### config.mk
export PLATFORM = sky130hd
export DESIGN_NAME = byte_stuffing_checksum_framer
export DESIGN_NICKNAME = d
export VERILOG_FILES = /design/src/bscf_pkg.sv /design/src/byte_stuffing_checksum_framer.sv
export SDC_FILE = /design/constraint.sdc
export NUM_CORES = 1
export LEC_CHECK = 0
export BUFFER_PORTS_ARGS = -buffer_cell sky130_fd_sc_hd__buf_2
export CORE_ASPECT_RATIO = 2
export CORE_MARGIN = 2
export CORE_UTILIZATION = 60
export CTS_CLUSTER_DIAMETER = 100
export CTS_CLUSTER_SIZE = 8
export DETAILED_ROUTE_END_ITERATION = 16
export GPL_ROUTABILITY_DRIVEN = 0
export GPL_TIMING_DRIVEN = 0
export PLACE_DENSITY = 0.8
export SLEW_MARGIN = 25
export SYNTH_ARGS = -nofsm -noshare
export SYNTH_HDL_FRONTEND = slang
export SYNTH_SLANG_ARGS = --single-unit
### constraint.sdc
create_clock -name clk -period 7.7 [get_ports clk]
set_clock_uncertainty 0.05 [all_clocks]
set_input_delay 1.54 -clock clk [delete_from_list [all_inputs] [get_ports clk]]
set_output_delay 1.54 -clock clk [all_outputs]
set_load 0.01 [all_outputs]
### src/bscf_pkg.sv
`default_nettype none

package bscf_pkg;

  localparam logic [7:0] ESC_BYTE   = 8'h5C;  // backslash
  localparam logic [7:0] START_BYTE = 8'h24;  // '$'
  localparam logic [7:0] ESC_ZERO   = 8'h30;  // '0'
  localparam logic [7:0] ESC_ONE    = 8'h31;  // '1'

  localparam logic [7:0] FRAME_LENGTH_RESET = 8'd27;
  localparam logic [7:0] FRAME_LENGTH_MIN   = 8'd3;

  // Output queue: four beats, room for two escaped items.
  localparam int QUEUE_DEPTH = 4;
  localparam int PTR_W       = $clog2(QUEUE_DEPTH);
  localparam int CNT_W       = $clog2(QUEUE_DEPTH + 1);

  typedef struct packed {
    logic [7:0] out_byte;
    logic       run_last;
    logic       frame_done;
  } beat_t;

endpackage

`default_nettype wire

### src/byte_stuffing_checksum_framer.sv
// Channel  Dir  Fields (low bit up)                Accepted when
// -------  ---  ---------------------------------  ---------------------------
// s_*      in   tdata: data_byte[7:0]              s_tvalid & s_tready
// m_*      out  tdata: out_byte[7:0], tlast:       m_tvalid & m_tready
//               run_last, tuser: frame_done
// cfg_*    in   data: frame_length[7:0]            cfg_valid & cfg_ready
//
// One raw byte is taken per cycle while s_tready is high; its one or two link
// beats are worked out in the same cycle and land in a four-beat output queue.
// s_tready is high while the queue has room for two beats, so input keeps
// flowing while up to two beats wait on a stalled link; an escaped byte costs
// the link an extra beat, which sets the sustained rate when it drains.
// Beats are registered in the queue before they appear on m_*.
// rst (synchronous) empties the queue, clears position and sum, and loads a
// frame length of 27. cfg_ready is always high; the length is sampled per beat.
`default_nettype none

module byte_stuffing_checksum_framer (
  input  wire logic       clk,
  input  wire logic       rst,
  // raw frame bytes
  input  wire logic       s_tvalid,
  output logic            s_tready,
  input  wire logic [7:0] s_tdata,   // [7:0] data_byte
  // framed link stream
  output logic            m_tvalid,
  input  wire logic       m_tready,
  output logic [7:0]      m_tdata,   // [7:0] out_byte
  output logic            m_tlast,   // run_last
  output logic            m_tuser,   // [0] frame_done
  // frame length register
  input  wire logic       cfg_valid,
  output logic            cfg_ready,
  input  wire logic [7:0] cfg_data   // [7:0] frame_length
);

  logic [7:0] frame_length;
  logic [7:0] byte_position;
  logic [7:0] running_sum;

  bscf_pkg::beat_t                   queue [bscf_pkg::QUEUE_DEPTH];
  logic [bscf_pkg::PTR_W-1:0]        wptr;
  logic [bscf_pkg::PTR_W-1:0]        rptr;
  logic [bscf_pkg::CNT_W-1:0]        count;
  logic [bscf_pkg::CNT_W-1:0]        count_next;

  logic       in_acc;
  logic       out_acc;
  logic [7:0] len;
  logic       final_pos;
  logic       start_pos;
  logic       sum_pos;
  logic [7:0] tx_byte;
  logic       esc;
  bscf_pkg::beat_t beat0;
  bscf_pkg::beat_t beat1;

  assign cfg_ready = 1'b1;

  // Room for the worst case of two beats.
  assign s_tready = (count <= bscf_pkg::CNT_W'(bscf_pkg::QUEUE_DEPTH - 2));
  assign in_acc   = s_tvalid && s_tready;
  assign m_tvalid = (count != '0);
  assign out_acc  = m_tvalid && m_tready;

  assign m_tdata = queue[rptr].out_byte;
  assign m_tlast = queue[rptr].run_last;
  assign m_tuser = queue[rptr].frame_done;

  // Frame position decode. Short lengths act as three; a position at or past
  // the end byte (length lowered mid-frame) is taken as the end byte.
  always_comb begin
    len       = (frame_length < bscf_pkg::FRAME_LENGTH_MIN) ?
                bscf_pkg::FRAME_LENGTH_MIN : frame_length;
    final_pos = (byte_position >= len - 8'd1);
    start_pos = !final_pos && (byte_position == 8'd0);
    sum_pos   = !final_pos && (byte_position == len - 8'd2);
    tx_byte   = sum_pos ? (running_sum - 8'd1) : s_tdata;
    // Start mark goes out as is; everything else is stuffed.
    esc       = !start_pos &&
                ((tx_byte == bscf_pkg::ESC_BYTE) || (tx_byte == bscf_pkg::START_BYTE));

    beat0.out_byte   = esc ? bscf_pkg::ESC_BYTE : tx_byte;
    beat0.run_last   = !esc;
    beat0.frame_done = final_pos;
    beat1.out_byte   = (tx_byte == bscf_pkg::ESC_BYTE) ? bscf_pkg::ESC_ZERO
                                                       : bscf_pkg::ESC_ONE;
    beat1.run_last   = 1'b1;
    beat1.frame_done = final_pos;

    count_next = count;
    if (in_acc) begin
      count_next = count_next + (esc ? bscf_pkg::CNT_W'(2) : bscf_pkg::CNT_W'(1));
    end
    if (out_acc) begin
      count_next = count_next - bscf_pkg::CNT_W'(1);
    end
  end

  // Frame state and length register.
  always_ff @(posedge clk) begin
    if (rst) begin
      frame_length  <= bscf_pkg::FRAME_LENGTH_RESET;
      byte_position <= 8'd0;
      running_sum   <= 8'd0;
    end else begin
      if (cfg_valid && cfg_ready) begin
        frame_length <= cfg_data;
      end
      if (in_acc) begin
        if (final_pos) begin
          byte_position <= 8'd0;
        end else begin
          byte_position <= byte_position + 8'd1;
        end
        // Clear on the start mark, accumulate payload, hold over the slot and end byte.
        if (start_pos) begin
          running_sum <= 8'd0;
        end else if (!final_pos && !sum_pos) begin
          running_sum <= running_sum + s_tdata;
        end
      end
    end
  end

  // Queue pointers and fill.
  always_ff @(posedge clk) begin
    if (rst) begin
      wptr  <= '0;
      rptr  <= '0;
      count <= '0;
    end else begin
      count <= count_next;
      if (in_acc) begin
        wptr <= wptr + (esc ? bscf_pkg::PTR_W'(2) : bscf_pkg::PTR_W'(1));
      end
      if (out_acc) begin
        rptr <= rptr + bscf_pkg::PTR_W'(1);
      end
    end
  end

  // Queue payload: write one or two beats per accepted input.
  always_ff @(posedge clk) begin
    if (in_acc) begin
      queue[wptr] <= beat0;
      if (esc) begin
        queue[wptr + bscf_pkg::PTR_W'(1)] <= beat1;
      end
    end
  end

endmodule

`default_nettype wire

==> flow_metrics.tcl <==
set metrics [dict create \
    yosys.area_share.xor_xnor_pct 6.58 \
    critical_path.max_fanout 10 \
    grt_start_max_net_pins 12 \
    postSynthNetCount 534 \
    async_flop_share_pct 0 \
    via_per_inst 5.91 \
    antenna_found_initial 0 \
    cts-root-buf "sky130_fd_sc_hd__clkbuf_16" \
    tritoncts.num_buffers 9 \
    die_width_um 63.6 \
    fill_cells 574 \
    synth_top_family_by_area "simple AND/OR/NAND/NOR gates" \
    hold_buffers 0 \
    post_drt_wl_per_cell_um 16.3 \
    switching_power_summed_over_all_nets_uw 529 \
    postSynthRegisterBits 73 \
    synth_flop_type "sky130_fd_sc_hd__dfxtp_1" \
    fp.dieArea_sq_um 7820 \
    cap_viol_max_count 0 \
    cts.path.max_buffers 2 \
    final_worst_setup_slack_ns 1.73 \
    synthesis.area_sq_um 4260 \
    synth-warning-count 0 \
    synth_compound_gate_area_share_pct 15.3 \
    required_ns 7.92 \
    worstHoldEndpoint "queue[2][3]$_SDFFE_PP0P_" \
    rows 43 \
    place.port_buffers 31 \
    ports_placed_on_the_boundary 34 \
    synth-simple-area-share_pct 21.3 \
    yosysUniqueCellTypes 65 \
    die_y_um 123 \
    timing.reg2reg.setup_slack_ns 1.73 \
    worst_ir_drop_vdd_v 0.000167 \
    grt_overflow_total 0 \
    whs_ns 0.416 \
    worstPathBufferInverterCount 5 \
    hold_depth 2 \
    finalCriticalPeriod_ns 5.97 \
    number_of_h_tree_levels 3 \
    pwr-share-clk_pct 24.8 \
    worst_r2r_startpoint "frame_length[5]$_SDFFE_PP0P_" \
    clk_pin_slew_worst_paths_ns 0.06 \
    power.combinational.fraction_pct 37.9 \
    antenna-diode-count 0 \
    routed_wire_length_mm 10.2 \
    grt_setup_unrepaired "no" \
    fp.coreArea_sq_um 6890 \
    run_status "completed" \
    area_delta_synth_final_pct 12.6 \
    drive_gt1_share_pct 15.1 \
    timing.critical_path.max_delay_family "simple AND/OR/NAND/NOR gates" \
    max_freq_ghz 0.168 \
    worst-setup-path-type "reg -> reg" \
    worst_r2r_path_depth 26 \
    cts_setup_buffers 0 \
    dr.first_iter.drc_count 219 \
    hold_path.startpoint "queue[2][3]$_SDFFE_PP0P_" \
    power.sequential.fraction_pct 37.2 \
    synth_mux_area_share_pct 9.41 \
    layout.core_utilization_pct 69.6 \
    adder_cell_area_share_of_the_yosys_netlist_pct 7.11 \
    cts_sinks 73 \
    power.total_mw 1.51 \
    clock_insertion_delay_worst_skew_ns 0.33 \
    syn-instance-count 490 \
    tightestPinTransition_ns 0.894 \
    dpl.hpwl_mm 7.80 \
    cts_tree "built" \
    worstSetupEndpointType "flop" \
    dr_total_vias 3700 \
    timing.rr.end "count[1]$_SDFF_PP0_" \
    grt_pass1_vias 3631 \
    finalSetupTns_ns 0 \
    layout.cells.most_common_list "sky130_fd_sc_hd__nor2_1 (73), sky130_fd_sc_hd__dfxtp_1 (65), sky130_fd_sc_hd__nand2_1 (58), sky130_fd_sc_hd__a21oi_1 (39), sky130_fd_sc_hd__buf_2 (36)" \
    total_leakage_power_nw 1.97 \
    setup-violations-final 0 \
    grt_util_all_layers_pct 27.8 \
    mostFrequentLayoutCell "sky130_fd_sc_hd__nor2_1" \
    drtPass1Iterations 5 \
    period_share_pct 77.5 \
    maxSlewViolCount 0 \
    timing.critical_path.slowest_cell_delay_ns 0.59 \
    post_cts_repair_resize_count 0 \
    final_net_count 576 \
    initial_core_utilization_pct 61.8 \
    intPower_uw 985 \
    hold_violations 0 \
    synth_seq_area_share_pct 36.2 \
    remaining_drc_errors 0 \
    worstPathArrival_ns 6.18 \
    pre_cts_setup_slack_ns 1.76 \
    power-per-cell-area_nw_per_um2 316 \
    switching_share_pct 34.9 \
    synth_enable_flop_cells 8 \
    hold_class "reg -> reg" \
    grt_pass1_wl_mm 16.8 \
    timing.critical_path.slowest_stage_cell "sky130_fd_sc_hd__or4_1" \
    worst_setup_path_start_kind "flop" \
    relSlewSlack_pct 39.8 \
    synth_area_per_cell_sq_um 8.69 \
    postRouteAntennaNets 0 \
]
state kept, by name, summed over array words and instances, names as in the netlist, named ones only:
| name | count |
|---|---|
| queue | 40 |
| byte_position | 8 |
| frame_length | 8 |
| running_sum | 8 |
| count | 3 |
| rptr | 2 |
| wptr | 2 |
power groups by stage:
stage	sequential, mW	combinational, mW	clock, mW
after floorplan	0.550	0.438	0
after global placement	0.562	0.549	0
after detailed placement	0.570	0.568	0
after CTS	0.563	0.575	0.382
after global routing	0.575	0.640	0.395
final	0.564	0.574	0.376
worst max path at each step:
stage | from | slack [ns] | to | depth (start not counted)
final | frame_length[5]$_SDFFE_PP0P_ | 1.73 | count[1]$_SDFF_PP0_ | 26
after global routing | frame_length[5]$_SDFFE_PP0P_ | 1.46 | count[1]$_SDFF_PP0_ | 26
after CTS | frame_length[5]$_SDFFE_PP0P_ | 1.70 | count[1]$_SDFF_PP0_ | 26
after detailed placement | frame_length[5]$_SDFFE_PP0P_ | 1.76 | count[1]$_SDFF_PP0_ | 26
after global placement | frame_length[5]$_SDFFE_PP0P_ | 1.83 | count[1]$_SDFF_PP0_ | 26
after floorplan | frame_length[5]$_SDFFE_PP0P_ | 2.35 | count[1]$_SDFF_PP0_ | 26
metrics by stage:
step / cell area, sq um / instances
5_1_grt: 4790 / 626
3_5_place_dp: 4530 / 611
4_1_cts: 4790 / 626
6_report: 4790 / 626
3_3_place_gp: 4520 / 611
2_1_floorplan: 4260 / 490
Yosys cell counts (all sizes together) (8+ instances only):
cell type,n,area [sq um]
ha,21,263
buf,11,66.3
xor2,12,105
o22ai,8,50.1
dfxtp,65,1300
nor3,12,65.1
mux2i,13,130
clkbuf,14,52.6
mux4,10,225
a211oi,12,108
o21ai,14,70.1
xnor2,20,175
a21oi,39,195
nor2,77,299
nand2,58,218
inv,13,51.3
edfxtp,8,240
cells by family after synthesis:
kind of cell	count (synthesis)
other	1
xor gates and xnor gates	32
adders and majority gates	23
and+or+nand+nor	194
DFF	73
buffers and inverters	38
muxes	27
AOI/OAI and AO/OA	102
cell type report:
type | instances | area (sq um) | share of cell area [%]
buffer | 25 | 119 | 2.48
clock buffer | 12 | 246 | 5.14
clock inverter | 3 | 17.5 | 0.365
inverter | 13 | 51.3 | 1.07
multi-input combinational | 379 | 2550 | 53.2
sequential | 73 | 1540 | 32.2
tap | 90 | 113 | 2.35
timing repair buffer | 31 | 155 | 3.24
worst reg2reg max path: stages, from the launching register on:
cell,delay (ns)
sky130_fd_sc_hd__dfxtp_1,0.29
sky130_fd_sc_hd__buf_2,0.18
sky130_fd_sc_hd__or4_1,0.59
sky130_fd_sc_hd__nor3_1,0.30
sky130_fd_sc_hd__nor3_1,0.12
sky130_fd_sc_hd__and2_1,0.21
sky130_fd_sc_hd__nor2b_1,0.15
sky130_fd_sc_hd__xnor2_1,0.13
sky130_fd_sc_hd__ha_1,0.29
sky130_fd_sc_hd__a2111o_1,0.39
sky130_fd_sc_hd__nor2_1,0.10
sky130_fd_sc_hd__o21ai_0,0.14
sky130_fd_sc_hd__nand2_1,0.33
sky130_fd_sc_hd__or3b_1,0.38
sky130_fd_sc_hd__buf_4,0.18
sky130_fd_sc_hd__and3_1,0.15
sky130_fd_sc_hd__o21ba_1,0.19
sky130_fd_sc_hd__buf_6,0.15
sky130_fd_sc_hd__inv_4,0.12
sky130_fd_sc_hd__ha_1,0.15
sky130_fd_sc_hd__inv_1,0.04
sky130_fd_sc_hd__fa_1,0.47
sky130_fd_sc_hd__nor2_1,0.05
sky130_fd_sc_hd__a21oi_1,0.16
sky130_fd_sc_hd__ha_1,0.25
sky130_fd_sc_hd__mux2_2,0.25
sky130_fd_sc_hd__nor2_1,0.09
routing by layer:
layer	wire length, um	global-route usage [%]	up-vias
li1	-	-	1824
met1	3610	26.2	1724
met2	5790	53.5	116
met3	360	5.55	36
met4	462	17.1	0
met5	0	0	-
No activity file was read; power rests on OpenSTA's default activity.
